### src/sv/psm_pkg.sv
package psm_pkg;

  localparam int NUM_FRAMES_DEF        = 16;
  localparam int NUM_PROCESSES_DEF     = 4;
  localparam int PAGES_PER_PROCESS_DEF = 16;

  typedef enum logic [1:0] {
    OP_SWAP_OUT = 2'd0,
    OP_SWAP_IN  = 2'd1,
    OP_MAP      = 2'd2,
    OP_NONE     = 2'd3
  } op_e;

  typedef enum logic [1:0] {
    ST_OK        = 2'd0,
    ST_NO_SLOT   = 2'd1,
    ST_NO_FRAME  = 2'd2,
    ST_BAD_PLACE = 2'd3
  } status_e;

  typedef enum logic [1:0] {
    S_CLEAR = 2'd0,
    S_IDLE  = 2'd1,
    S_EXEC  = 2'd2
  } state_e;

endpackage

### src/sv/psm_ram.sv
module psm_ram #(
  parameter int WIDTH = 8,
  parameter int DEPTH = 64,
  localparam int AW = (DEPTH > 1) ? $clog2(DEPTH) : 1
) (
  input  logic             clk_i,
  input  logic             we_i,
  input  logic [AW-1:0]    waddr_i,
  input  logic [WIDTH-1:0] wdata_i,
  input  logic             re_i,
  input  logic [AW-1:0]    raddr_i,
  output logic [WIDTH-1:0] rdata_o
);

  logic [WIDTH-1:0] mem [DEPTH];
  logic [WIDTH-1:0] rdata_q;

  always_ff @(posedge clk_i) begin
    if (we_i) begin
      mem[waddr_i] <= wdata_i;
    end
    if (re_i) begin
      rdata_q <= mem[raddr_i];
    end
  end

  assign rdata_o = rdata_q;

endmodule

### src/sv/page_swap_manager_unit.sv
// channel  | handshake          | payload
// ---------+--------------------+-------------------------------------------------
// request  | start_i / busy_o   | opcode_i process_id_i page_number_i frame_number_i
// result   | done_o (one cycle) | status_o source_index_o dest_index_o
//
// per item the page table is read in the accept cycle, then modified and
// written back in the next; the result strobe follows in the cycle after that,
// while a new item may already be accepted.
// after reset a clearing pass over all NUM_PROCESSES*PAGES_PER_PROCESS entries
// zeroes the page table; busy_o stays high meanwhile. the receiver cannot stall.
module page_swap_manager_unit #(
  parameter int NUM_FRAMES        = psm_pkg::NUM_FRAMES_DEF,
  parameter int NUM_PROCESSES     = psm_pkg::NUM_PROCESSES_DEF,
  parameter int PAGES_PER_PROCESS = psm_pkg::PAGES_PER_PROCESS_DEF
) (
  input  logic       clk_i,
  input  logic       rst_ni,
  input  logic       start_i,
  output logic       busy_o,
  input  logic [1:0] opcode_i,
  input  logic [1:0] process_id_i,
  input  logic [3:0] page_number_i,
  input  logic [3:0] frame_number_i,
  output logic       done_o,
  output logic [1:0] status_o,
  output logic [3:0] source_index_o,
  output logic [3:0] dest_index_o
);

  localparam int DEPTH = NUM_PROCESSES * PAGES_PER_PROCESS;
  localparam int AW    = (DEPTH > 1) ? $clog2(DEPTH) : 1;
  localparam int FW    = $clog2(NUM_FRAMES);
  localparam int EW    = FW + 2;

  psm_pkg::state_e  state_q, state_d;
  logic [AW-1:0]    clr_cnt_q, clr_cnt_d;

  psm_pkg::op_e     op_q;
  logic [3:0]       fr_q;
  logic [AW-1:0]    addr_q;
  logic             inrange_q;

  logic [NUM_FRAMES-1:0] frame_map_q, frame_map_d;
  logic [NUM_FRAMES-1:0] slot_map_q, slot_map_d;

  logic             done_q, done_d;
  psm_pkg::status_e status_q, status_d;
  logic [3:0]       src_q, src_d;
  logic [3:0]       dst_q, dst_d;

  logic             accept;
  logic [31:0]      addr_wide;
  logic             inrange;

  logic             ram_we;
  logic [AW-1:0]    ram_waddr;
  logic [EW-1:0]    ram_wdata;
  logic [EW-1:0]    ram_rdata;

  logic             exec_we;
  logic [EW-1:0]    exec_wdata;

  logic             e_pres;
  logic             e_swap;
  logic [FW-1:0]    e_num;
  logic [FW-1:0]    frame_pick;
  logic [FW-1:0]    slot_pick;
  logic             fr_ok;
  logic [FW-1:0]    fr_idx;

  assign accept    = start_i && (state_q == psm_pkg::S_IDLE);
  assign addr_wide = 32'(process_id_i) * 32'(PAGES_PER_PROCESS) + 32'(page_number_i);
  assign inrange   = (32'(process_id_i) < 32'(NUM_PROCESSES)) &&
                     (32'(page_number_i) < 32'(PAGES_PER_PROCESS));

  psm_ram #(
    .WIDTH(EW),
    .DEPTH(DEPTH)
  ) u_page_ram (
    .clk_i  (clk_i),
    .we_i   (ram_we),
    .waddr_i(ram_waddr),
    .wdata_i(ram_wdata),
    .re_i   (accept),
    .raddr_i(addr_wide[AW-1:0]),
    .rdata_o(ram_rdata)
  );

  // next state
  always_comb begin
    state_d   = state_q;
    clr_cnt_d = clr_cnt_q;
    unique case (state_q)
      psm_pkg::S_CLEAR: begin
        clr_cnt_d = clr_cnt_q + AW'(1);
        if (clr_cnt_q == AW'(DEPTH - 1)) begin
          state_d = psm_pkg::S_IDLE;
        end
      end
      psm_pkg::S_IDLE: begin
        if (start_i) begin
          state_d = psm_pkg::S_EXEC;
        end
      end
      psm_pkg::S_EXEC: begin
        state_d = psm_pkg::S_IDLE;
      end
      default: begin
        state_d = psm_pkg::S_IDLE;
      end
    endcase
  end

  // lowest free frame and slot
  always_comb begin
    frame_pick = '0;
    slot_pick  = '0;
    for (int i = NUM_FRAMES - 1; i >= 0; i--) begin
      if (!frame_map_q[i]) begin
        frame_pick = FW'(i);
      end
      if (!slot_map_q[i]) begin
        slot_pick = FW'(i);
      end
    end
  end

  assign e_pres = ram_rdata[EW-1];
  assign e_swap = ram_rdata[EW-2];
  assign e_num  = ram_rdata[FW-1:0];
  assign fr_ok  = 32'(fr_q) < 32'(NUM_FRAMES);
  assign fr_idx = FW'(fr_q);

  // operation
  always_comb begin
    status_d    = psm_pkg::ST_BAD_PLACE;
    src_d       = '0;
    dst_d       = '0;
    exec_we     = 1'b0;
    exec_wdata  = '0;
    frame_map_d = frame_map_q;
    slot_map_d  = slot_map_q;
    if (inrange_q) begin
      unique case (op_q)
        psm_pkg::OP_SWAP_OUT: begin
          if (e_pres && !e_swap) begin
            if (&slot_map_q) begin
              status_d = psm_pkg::ST_NO_SLOT;
            end else begin
              slot_map_d[slot_pick] = 1'b1;
              frame_map_d[e_num]    = 1'b0;
              exec_we    = 1'b1;
              exec_wdata = {1'b0, 1'b1, slot_pick};
              status_d   = psm_pkg::ST_OK;
              src_d      = 4'(e_num);
              dst_d      = 4'(slot_pick);
            end
          end
        end
        psm_pkg::OP_SWAP_IN: begin
          if (e_swap && !e_pres) begin
            if (&frame_map_q) begin
              status_d = psm_pkg::ST_NO_FRAME;
            end else begin
              frame_map_d[frame_pick] = 1'b1;
              slot_map_d[e_num]       = 1'b0;
              exec_we    = 1'b1;
              exec_wdata = {1'b1, 1'b0, frame_pick};
              status_d   = psm_pkg::ST_OK;
              src_d      = 4'(e_num);
              dst_d      = 4'(frame_pick);
            end
          end
        end
        psm_pkg::OP_MAP: begin
          if (!e_pres && !e_swap) begin
            if (!fr_ok || frame_map_q[fr_idx]) begin
              status_d = psm_pkg::ST_NO_FRAME;
            end else begin
              frame_map_d[fr_idx] = 1'b1;
              exec_we    = 1'b1;
              exec_wdata = {1'b1, 1'b0, fr_idx};
              status_d   = psm_pkg::ST_OK;
              dst_d      = fr_q;
            end
          end
        end
        psm_pkg::OP_NONE: begin
          status_d = psm_pkg::ST_BAD_PLACE;
        end
        default: begin
          status_d = psm_pkg::ST_BAD_PLACE;
        end
      endcase
    end
  end

  // outputs and memory write port
  always_comb begin
    done_d    = (state_q == psm_pkg::S_EXEC);
    busy_o    = (state_q != psm_pkg::S_IDLE);
    ram_we    = 1'b0;
    ram_waddr = addr_q;
    ram_wdata = exec_wdata;
    unique case (state_q)
      psm_pkg::S_CLEAR: begin
        ram_we    = 1'b1;
        ram_waddr = clr_cnt_q;
        ram_wdata = '0;
      end
      psm_pkg::S_EXEC: begin
        ram_we = exec_we;
      end
      default: begin
        ram_we = 1'b0;
      end
    endcase
  end

  always_ff @(posedge clk_i or negedge rst_ni) begin
    if (!rst_ni) begin
      state_q     <= psm_pkg::S_CLEAR;
      clr_cnt_q   <= '0;
      frame_map_q <= '0;
      slot_map_q  <= '0;
      done_q      <= 1'b0;
    end else begin
      state_q   <= state_d;
      clr_cnt_q <= clr_cnt_d;
      done_q    <= done_d;
      if (state_q == psm_pkg::S_EXEC) begin
        frame_map_q <= frame_map_d;
        slot_map_q  <= slot_map_d;
      end
    end
  end

  always_ff @(posedge clk_i) begin
    if (accept) begin
      op_q      <= psm_pkg::op_e'(opcode_i);
      fr_q      <= frame_number_i;
      addr_q    <= addr_wide[AW-1:0];
      inrange_q <= inrange;
    end
    if (state_q == psm_pkg::S_EXEC) begin
      status_q <= status_d;
      src_q    <= src_d;
      dst_q    <= dst_d;
    end
  end

  assign done_o         = done_q;
  assign status_o       = status_q;
  assign source_index_o = src_q;
  assign dest_index_o   = dst_q;

endmodule

### config.mk
export PLATFORM = sky130hd
export DESIGN_NAME = page_swap_manager_unit
export DESIGN_NICKNAME = d
export VERILOG_FILES = /design/src/sv/psm_pkg.sv /design/src/sv/psm_ram.sv /design/src/sv/page_swap_manager_unit.sv
export SDC_FILE = /design/constraint.sdc
export NUM_CORES = 1
export LEC_CHECK = 0
export BUFFER_PORTS_ARGS = -buffer_cell sky130_fd_sc_hd__buf_2
export CORE_ASPECT_RATIO = 0.7
export CORE_MARGIN = 2
export CORE_UTILIZATION = 55
export DETAILED_ROUTE_END_ITERATION = 10
export GPL_TIMING_DRIVEN = 0
export HOLD_SLACK_MARGIN = 0.1
export PLACE_DENSITY_LB_ADDON = 0.12
export SLEW_MARGIN = 20
export SYNTH_ARGS = -nofsm -noshare
export SYNTH_HDL_FRONTEND = slang
export SYNTH_HIERARCHICAL = 1
export SYNTH_SLANG_ARGS = --single-unit
### constraint.sdc
create_clock -name clk_i -period 12.2 [get_ports clk_i]
set_clock_uncertainty 0.05 [all_clocks]
set_input_delay 1.22 -clock clk_i [delete_from_list [all_inputs] [get_ports clk_i]]
set_output_delay 1.22 -clock clk_i [all_outputs]
set_load 0.01 [all_outputs]
==> results of run 1 <==
==> where the power goes <==
part,internal [W],switching (W)
Sequential,0.00181,0.0000491
Clock,0.000800,0.000562
Combinational,0.000171,0.000410
Total,0.00278,0.00102
==> registers in the layout, indices dropped and copies added (netlist names) <==
signal              count
u_page_ram/rdata_o      6
source_index_o          4
addr_q                  6
slot_map_q             16
clr_cnt_q               6
frame_map_q            16
state_q                 2
status_o                2
op_q                    2
done_o                  1
u_page_ram/mem        384
fr_idx                  4
dest_index_o            4
==> cells in the mapped netlist, drive strengths merged, types with 7 or more instances <==
library cell  number  area (sq um)
mux4              97          2220
or2                7          46.3
nand2b            13          81.3
dfrtp             41          1030
nand2             39           146
nor2              96           360
a211oi            11          87.6
o21ai             38           190
o31ai             18           135
nor3              14          70.1
a31oi              9          56.3
nand3             19          95.1
a21oi             15          75.1
nand4             14          87.6
inv               17          63.8
clkbuf            26          97.6
o22ai             17           106
nor2b             15          93.8
edfxtp           412         12400
buf               27           230
a22oi              8          65.1
nand3b             7          52.6
o221ai            10          87.6
mux2              16           180
mux2i             15           150
==> metal layers <==
| metal | part of all wire | routed length (um) | up-vias |
|---|---|---|---|
| li1 | - | - | 4636 |
| met1 | 0.45 | 21600 | 5671 |
| met2 | 0.40 | 19500 | 706 |
| met3 | 0.13 | 6150 | 102 |
| met4 | 0.023 | 1100 | 0 |
| met5 | 0 | 0 | - |
==> worst register-to-register path, cell delays in order, from the launching register on <==
cell	delay, ns
sky130_fd_sc_hd__edfxtp_1	0.33
sky130_fd_sc_hd__clkbuf_1	0.44
sky130_fd_sc_hd__mux4_2	0.42
sky130_fd_sc_hd__a211oi_2	0.28
sky130_fd_sc_hd__nand4_1	0.13
sky130_fd_sc_hd__nor2_1	0.36
sky130_fd_sc_hd__o21bai_1	0.22
sky130_fd_sc_hd__a21oi_1	0.48
sky130_fd_sc_hd__nor2b_1	0.32
sky130_fd_sc_hd__nand3_1	0.56
sky130_fd_sc_hd__nor2_1	0.83
==> metrics by stage <==
step                      utilization  std cells  total power [W]  instance area (sq um)
after floorplan                     -       1087          0.00221                  18900
after global placement          0.582       1577          0.00243                  19600
after detailed placement        0.591       1600          0.00245                  19900
after CTS                       0.634       1677          0.00380                  21400
after global routing            0.634       1677          0.00392                  21400
final                           0.634       1677          0.00380                  21400
==> cell type report <==
cell class                      count  area share
Clock buffer                       52      0.0520
Clock inverter                     25      0.0152
Tap cell                          464      0.0272
Timing Repair Buffer               49      0.0173
Inverter                           17     0.00299
Buffer                             53      0.0153
Multi-Input combinational cell    564       0.243
Sequential cell                   453       0.627
==> cell families after synthesis <==
| group | synth area share |
|---|---|
| flops | 0.709 |
| xor+xnor | 0.00232 |
| simple gates | 0.0633 |
| compound gates | 0.0662 |
| mux | 0.135 |
| buf+inv | 0.0207 |
| fa+ha+maj | 0.00397 |
==> path summary, 6_finish.rpt <==
check | from | endpoint | slack [ns] | cells past startpoint
min in group asynchronous | rst_ni | frame_map_q[4] | 0.62 | 1
max | fr_idx[1] | u_page_ram/mem[38][1] | 7.40 | 10
min | clr_cnt_q[5] | clr_cnt_q[5] | 0.46 | 1
min reg2reg | clr_cnt_q[5] | clr_cnt_q[5] | 0.46 | 1
max reg2reg | fr_idx[1] | u_page_ram/mem[38][1] | 7.40 | 10
max in group asynchronous | rst_ni | clr_cnt_q[1] | 11.07 | 1
==> results.yml, run 1 <==
drt:
  drt_drc_violations_left: 0
  wirelength_um: 48400
  vias: 11115
  wire_per_inst_um: 28.8
  detail-route-antenna-nets: 0
  dr.pass1.iters: 6
  route.detailed.vias_per_inst: 6.63
  drtIter0Drc: 1548
clock_tree:
  clock_tree.htree_level_count: 2
  post_cts_buffers: 0
  hold_buffers: 0
  clock_sink_count: 453
  clock_tree.buffer_depth: 3
  clock_insertion_delay_worst_skew_ns: 0.56
  cts_made_buffers: 43
  clk_transition_reported_paths_ns: 0.06
  cts_root_buf: "sky130_fd_sc_hd__clkbuf_16"
  tritoncts_clock_tree: "yes"
  postCtsResizedCells: 0
logic_synthesis:
  synth_enable_flop_cells: 412
  synth_seq_area_share: 0.709
  post_synth_inst_count: 1087
  yosys_register_bits: 453
  warning_count_from_the_yosys_run: 6
  synthFlopType: "sky130_fd_sc_hd__edfxtp_1"
  post_synth_instance_area_sq_um: 18900
  postSynthNetCount: 1108
  post_synth.cell_area_avg_sq_um: 17.4
  asr_flop_ratio_synth: 0.0905
  ys_types: 66
floorplanning:
  fp.dieH_um: 159
  floorplan.rows: 56
  die-area_sq_um: 35900
  initial_core_utilization: 0.561
  floorplan.core_area_sq_um: 33700
  die_width_um: 226
  num_io_pins: 27
timing:
  max_slew_margin: 0.285
  final.hold.worst_slack_ns: 0.459
  final_min_period_over_clock_period: 0.393
  finalSetupViolations: 0
  tightestPinTransition_ns: 1.07
  final.min_clock_period_ns: 4.80
  clock.fmax_mhz: 208
  timing.final.ws_setup_ns: 7.40
  unrepaired_setup_endpoints_after_global_routing: "false"
  final-max-slew-violation-count: 0
  timing.setup.tns_ns: 0
  report.final.hold_viol_count: 0
finish:
  multi_input_comb_area_sq_um: 5190
  layout.cells.most_common_list: "sky130_fd_sc_hd__edfxtp_1, sky130_fd_sc_hd__nor2_1, sky130_fd_sc_hd__mux4_2"
  final_net_count: 1202
  area_growth_syn_to_layout_pct: 13.0
  final-seq-area_sq_um: 13400
  filler_cell_count: 2388
  layout-drive-gt1-share: 0.215
  layout.cells.most_common: "sky130_fd_sc_hd__edfxtp_1"
  insertedDiodeCount: 0
global_route:
  met3_capacity_usage_during_global_routing: 0.0819
  grt_start_max_net_pins: 42
  vias_in_the_first_global_route: 10441
  grt.overflow.total: 0
  busiest_layer: "met1"
  met2_resource_use_gr: 0.354
  grt_util_all_layers: 0.275
  grt_antenna_before_repair: 0
  grt_first_pass_wirelength_um: 70400
  globalRouteMet1Util: 0.457
worst_setup_path:
  crit_top_cell: "sky130_fd_sc_hd__nor2_1"
  critPathRequiredTime_ns: 12.33
  timing.critical_path.slowest_stage_cell: "sky130_fd_sc_hd__nor2_1"
  critical_path.max_fanout: 9
  crit_family: "simple AND/OR/NAND/NOR gates"
  worstPathCellList: "clkbuf_1, mux4_2, a211oi_2, nand4_1, nor2_1, o21bai_1, a21oi_1, nor2b_1, nand3_1, nor2_1"
  critical_path.n_buffers_inverters: 1
  arrival_ns: 4.93
  setup.worst_path.class: "flip-flop to flip-flop"
  timing.critical_path.from_type: "flip-flop"
  endpoint_kind: "flip-flop"
  crit_path_max_incr_delay_ns: 0.82
placed_design:
  routabilityCongestion: 0.975
  portBuffers: 26
  place_hpwl_um: 33400
  place_ws_ns: 7.68
power_and_ir_drop:
  powerDensity_nw_per_um2: 178
  vdd_ir_drop_max_mv: 0.137
  p_leak_nw: 6.94
worst_hold_path:
  min_path_type: "flip-flop to flip-flop"
status:
  outcome: "finished, final reports clean"
flow_run:
  max_cap_violations: 0
(Power assumes the default switching activity.)
==> run 2: changes to the inputs <==
clock period = 4.28 ns   (was 12.2 ns; I/O delays follow)
==> results.yml, run 2 (synthesized netlist as in run 1, its figures left out) <==
worst_setup_path:
  r2r_cells: 10
  endpoint_kind: "flip-flop"
  arrival_ns: 4.31
  rr_endpoint: "u_page_ram/mem[26][1]"
  critical_path.max_fanout: 9
  timing.critical_path.from_type: "flip-flop"
  worst_setup_path_startpoint: "op_q[0]"
  regToRegSetupSlack_ns: 0.13
  critPathRequiredTime_ns: 4.43
  r2r-start: "op_q[0]"
  critical_path.endpoint: "u_page_ram/mem[26][1]"
  setup.worst_path.class: "flip-flop to flip-flop"
power_and_ir_drop:
  powerDensity_nw_per_um2: 495
  vdd_ir_drop_max_mv: 0.420
  p_leak_nw: 6.98
drt:
  wire_per_inst_um: 29.4
  drtIter0Drc: 1766
  dr.pass1.iters: 5
  drt_drc_violations_left: 0
  vias: 11192
  wirelength_um: 49700
  detail-route-antenna-nets: 0
  route.detailed.vias_per_inst: 6.62
floorplanning:
  initial_core_utilization: 0.561
  fp.dieH_um: 159
  die-area_sq_um: 35900
  floorplan.rows: 56
  floorplan.core_area_sq_um: 33700
  die_width_um: 226
  num_io_pins: 27
status:
  outcome: "finished, final reports clean"
timing:
  finalSetupViolations: 0
  unrepaired_setup_endpoints_after_global_routing: "false"
  final.min_clock_period_ns: 4.15
  max_slew_margin: 0.324
  timing.setup.tns_ns: 0
  tightestPinTransition_ns: 1.01
  clock.fmax_mhz: 241
  report.final.hold_viol_count: 0
  final.hold.worst_slack_ns: 0.210
  final_min_period_over_clock_period: 0.971
  final-max-slew-violation-count: 0
finish:
  insertedDiodeCount: 0
  layout-drive-gt1-share: 0.267
  layout.cells.most_common_list: "sky130_fd_sc_hd__edfxtp_1, sky130_fd_sc_hd__mux4_2, sky130_fd_sc_hd__nor2_2, sky130_fd_sc_hd__clkbuf_16"
  layout.cells.most_common: "sky130_fd_sc_hd__edfxtp_1"
  final_net_count: 1214
  multi_input_comb_area_sq_um: 5440
  final-seq-area_sq_um: 13400
  largest_reg_flops: 384
  area_growth_syn_to_layout_pct: 15.0
  filler_cell_count: 2396
  biggestRegsByFlops: "u_page_ram/mem x384, frame_map_q x16, slot_map_q x16"
  registers.top_by_ff_count: "u_page_ram/mem"
  instances_no_fill: 1690
placed_design:
  place_hpwl_um: 34500
  portBuffers: 26
  routabilityCongestion: 0.938
  numPlacedInstances: 1598
global_route:
  grt_start_max_net_pins: 42
  grt.overflow.total: 0
  vias_in_the_first_global_route: 10882
  grt_util_all_layers: 0.284
  grt_first_pass_wirelength_um: 72700
  grt_antenna_before_repair: 1
clock_tree:
  tritoncts_clock_tree: "yes"
  clock_tree.buffer_depth: 3
  cts_made_buffers: 43
  clk_transition_reported_paths_ns: 0.06
  clock_insertion_delay_worst_skew_ns: 0.57
  cts_root_buf: "sky130_fd_sc_hd__clkbuf_16"
  clock_sink_count: 453
  clock_tree.htree_level_count: 2
flow_run:
  max_cap_violations: 0
worst_hold_path:
  min_path_type: "primary input to flip-flop"
## run 2: area by class of cell
type	instances	share of cell area
Clock inverter	26	0.00875
Buffer	52	0.0150
Inverter	17	0.00294
Sequential cell	453	0.616
Clock buffer	52	0.0520
Tap cell	464	0.0267
Multi-Input combinational cell	564	0.250
Timing Repair Buffer	62	0.0281
## run 2: worst min path at each step
stage | from | end | slack (ns) | cells after the start
2_1_floorplan | rst_ni | clr_cnt_q[0] | 0.08 | 0
3_3_place_gp | clr_cnt_q[5] | clr_cnt_q[5] | 0.45 | 1
3_5_place_dp | clr_cnt_q[5] | clr_cnt_q[5] | 0.45 | 1
4_1_cts | process_id_i[1] | addr_q[5] | 0.18 | 1
5_1_grt | process_id_i[1] | addr_q[5] | 0.19 | 1
6_report | process_id_i[1] | addr_q[5] | 0.21 | 1
## run 2: what timing repair did
action / in CTS / in global routing
setup endpoints to repair: 348 / 342
pin swaps: 1 / 0
endpoints found under the hold margin: 52 / 0
gates resized for setup: 58 / 19
buffers inserted: 3 / 0
hold buffers: 12 / 0
## run 2: per-stage QoR
step	total power (W)	util	instance area, sq um	worst slack (ns)
floorplan	0.00632	-	18900	0.416
global placement	0.00691	0.583	19600	-1.91
detailed placement	0.00700	0.594	20000	-0.327
CTS	0.0107	0.643	21700	-0.176
global route	0.0111	0.645	21700	0.0432
finish	0.0107	0.645	21700	0.125
## run 2: critical path, cell delays in order, from the launching register on
cell and delay (ns):
sky130_fd_sc_hd__edfxtp_1 0.55, sky130_fd_sc_hd__inv_1 0.16, sky130_fd_sc_hd__ha_1 0.16, sky130_fd_sc_hd__clkbuf_1 0.41, sky130_fd_sc_hd__inv_1 0.27, sky130_fd_sc_hd__nor2_2 0.34
sky130_fd_sc_hd__o21bai_1 0.22, sky130_fd_sc_hd__a21oi_2 0.40, sky130_fd_sc_hd__nor2b_2 0.39, sky130_fd_sc_hd__nand2_2 0.35, sky130_fd_sc_hd__nor2_2 0.48
## run 2: per-layer routing
metal | global-route usage | part of all wire | vias up
li1 | - | - | 4670
met1 | 0.464 | 0.45 | 5778
met2 | 0.382 | 0.41 | 679
met3 | 0.0806 | 0.12 | 65
met4 | 0.0554 | 0.015 | 0
met5 | 0 | 0 | -
## run 2: where the power goes
part	switching [W]	total, W	internal [W]
sequential	0.000152	0.00531	0.00515
clock	0.00161	0.00362	0.00201
combinational	0.00128	0.00182	0.000539
total	0.00305	0.0107	0.00770
==> run 3: changes to the inputs <==
CORE_UTILIZATION = 30   (was 55)
==> results.yml, run 3 (synthesized netlist as in run 1, its figures left out) <==
status:
  outcome: "finished, final reports clean"
worst_setup_path:
  critPathRequiredTime_ns: 4.44
  worst_setup_path_startpoint: "fr_idx[1]"
  critical_path.n_buffers_inverters: 0
  worstPathCellList: "mux4_2, a211oi_2, nand4_1, nor2_1, o21bai_1, a21oi_2, nor2b_2, nand2_2, nor2_2"
  crit_family: "simple AND/OR/NAND/NOR gates"
  setup.worst_path.class: "flip-flop to flip-flop"
  r2r-start: "fr_idx[1]"
  endpoint_kind: "flip-flop"
  critical_path.max_fanout: 9
  timing.critical_path.from_type: "flip-flop"
  arrival_ns: 4.21
  timing.critical_path.slowest_stage_cell: "sky130_fd_sc_hd__edfxtp_1"
  crit_path_max_incr_delay_ns: 0.68
floorplanning:
  die-area_sq_um: 65100
  floorplan.core_area_sq_um: 61900
  num_io_pins: 27
  floorplan.rows: 76
  initial_core_utilization: 0.305
  fp.dieH_um: 214
  die_width_um: 304
global_route:
  globalRouteMet1Util: 0.260
  grt_start_max_net_pins: 42
  busiest_layer: "met1"
  grt.overflow.total: 0
  grt_antenna_before_repair: 0
  grt_util_all_layers: 0.165
  met3_capacity_usage_during_global_routing: 0.0301
  grt_first_pass_wirelength_um: 78400
  met2_resource_use_gr: 0.236
  vias_in_the_first_global_route: 10755
clock_tree:
  clock_insertion_delay_worst_skew_ns: 0.57
  clock_tree.buffer_depth: 3
  clk_transition_reported_paths_ns: 0.06
  tritoncts_clock_tree: "yes"
  clock_tree.htree_level_count: 2
  cts_root_buf: "sky130_fd_sc_hd__clkbuf_16"
  clock_sink_count: 453
  cts_made_buffers: 45
worst_hold_path:
  min_delay_src: "process_id_i[1]"
  min_path_type: "primary input to flip-flop"
timing:
  timing.setup.tns_ns: 0
  tightestPinTransition_ns: 1.06
  clock.fmax_mhz: 247
  max_slew_margin: 0.276
  final-max-slew-violation-count: 0
  report.final.hold_viol_count: 0
  final_min_period_over_clock_period: 0.948
  finalSetupViolations: 0
  final.hold.worst_slack_ns: 0.187
  final.min_clock_period_ns: 4.06
finish:
  insertedDiodeCount: 0
  largest_reg_flops: 384
  final_net_count: 1216
  filler_cell_count: 5823
  layout-drive-gt1-share: 0.259
  layout.cells.most_common_list: "sky130_fd_sc_hd__edfxtp_1, sky130_fd_sc_hd__mux4_2, sky130_fd_sc_hd__nor2_1"
  area_growth_syn_to_layout_pct: 17.7
  biggestRegsByFlops: "u_page_ram/mem x384, frame_map_q x16, slot_map_q x16"
  fin_area_sq_um: 22200
  registers.top_by_ff_count: "u_page_ram/mem"
  layout.cells.most_common: "sky130_fd_sc_hd__edfxtp_1"
drt:
  detail-route-antenna-nets: 0
  wirelength_um: 54000
  route.detailed.vias_per_inst: 5.25
  drtIter0Drc: 1045
  vias: 10741
  drt_drc_violations_left: 0
  wire_per_inst_um: 26.4
  dr.pass1.iters: 6
placed_design:
  portBuffers: 26
  dpl_cell_area_sq_um: 20500
  routabilityCongestion: 0.892
  place_hpwl_um: 36900
power_and_ir_drop:
  vdd_ir_drop_max_mv: 0.250
  total_power_w: 0.0111
  p_leak_nw: 7.03
  powerDensity_nw_per_um2: 497
flow_run:
  max_cap_violations: 0
run 3: cell count changes in the layout (fill, tap and decap cells not counted), sizes merged:
cell / previous run / this run
clkinv: 21 / 15
clkbuf: 77 / 80
bufinv: 2 / 4
run 3: final cells by class:
| cell class | instances | area, sq um | area share |
|---|---|---|---|
| sequential | 453 | 13400 | 0.602 |
| multi-input combinational | 564 | 5400 | 0.243 |
| clock buffer | 55 | 1200 | 0.0542 |
| tap | 819 | 1020 | 0.0461 |
| timing repair buffer | 62 | 586 | 0.0263 |
| buffer | 52 | 324 | 0.0146 |
| clock inverter | 22 | 238 | 0.0107 |
| inverter | 17 | 63.8 | 0.00287 |
run 3: through the flow:
stage | setup slack [ns] | util | std cells
2_1_floorplan | 0.416 | - | 1087
3_3_place_gp | -2.50 | 0.325 | 1932
3_5_place_dp | -0.464 | 0.331 | 1954
4_1_cts | -0.388 | 0.358 | 2045
5_1_grt | -0.00708 | 0.359 | 2044
6_report | 0.224 | 0.359 | 2044
run 3: path summary, 6_finish.rpt:
check | slack (ns) | depth (start not counted) | to
worst max register to register | 0.22 | 9 | u_page_ram/mem[40][3]
min in group asynchronous | 0.35 | 2 | slot_map_q[4]
worst min-delay path | 0.19 | 1 | addr_q[5]
worst min register to register | 0.45 | 1 | clr_cnt_q[5]
max in group asynchronous | 3.44 | 2 | frame_map_q[11]
worst max-delay path | 0.22 | 9 | u_page_ram/mem[40][3]
run 3: routing by layer:
metal | wire, um | vias up
met5 | 0 | -
met4 | 964 | 0
met3 | 3190 | 74
met2 | 23200 | 319
met1 | 26600 | 5679
li1 | - | 4669
run 3: timing repair:
item | 4_1_cts | 5_1_grt
setup buffers | 2 | 0
endpoints found under the hold margin | 52 | 0
pin swaps | 1 | 0
setup endpoints to repair | 342 | 348
hold buffers | 12 | 0
resized for setup | 42 | 22
run 3: report_power, final:
group / internal (W) / switching, W
sequential: 0.00515 / 0.000153
clock: 0.00224 / 0.00169
combinational: 0.000533 / 0.00128
total: 0.00793 / 0.00312
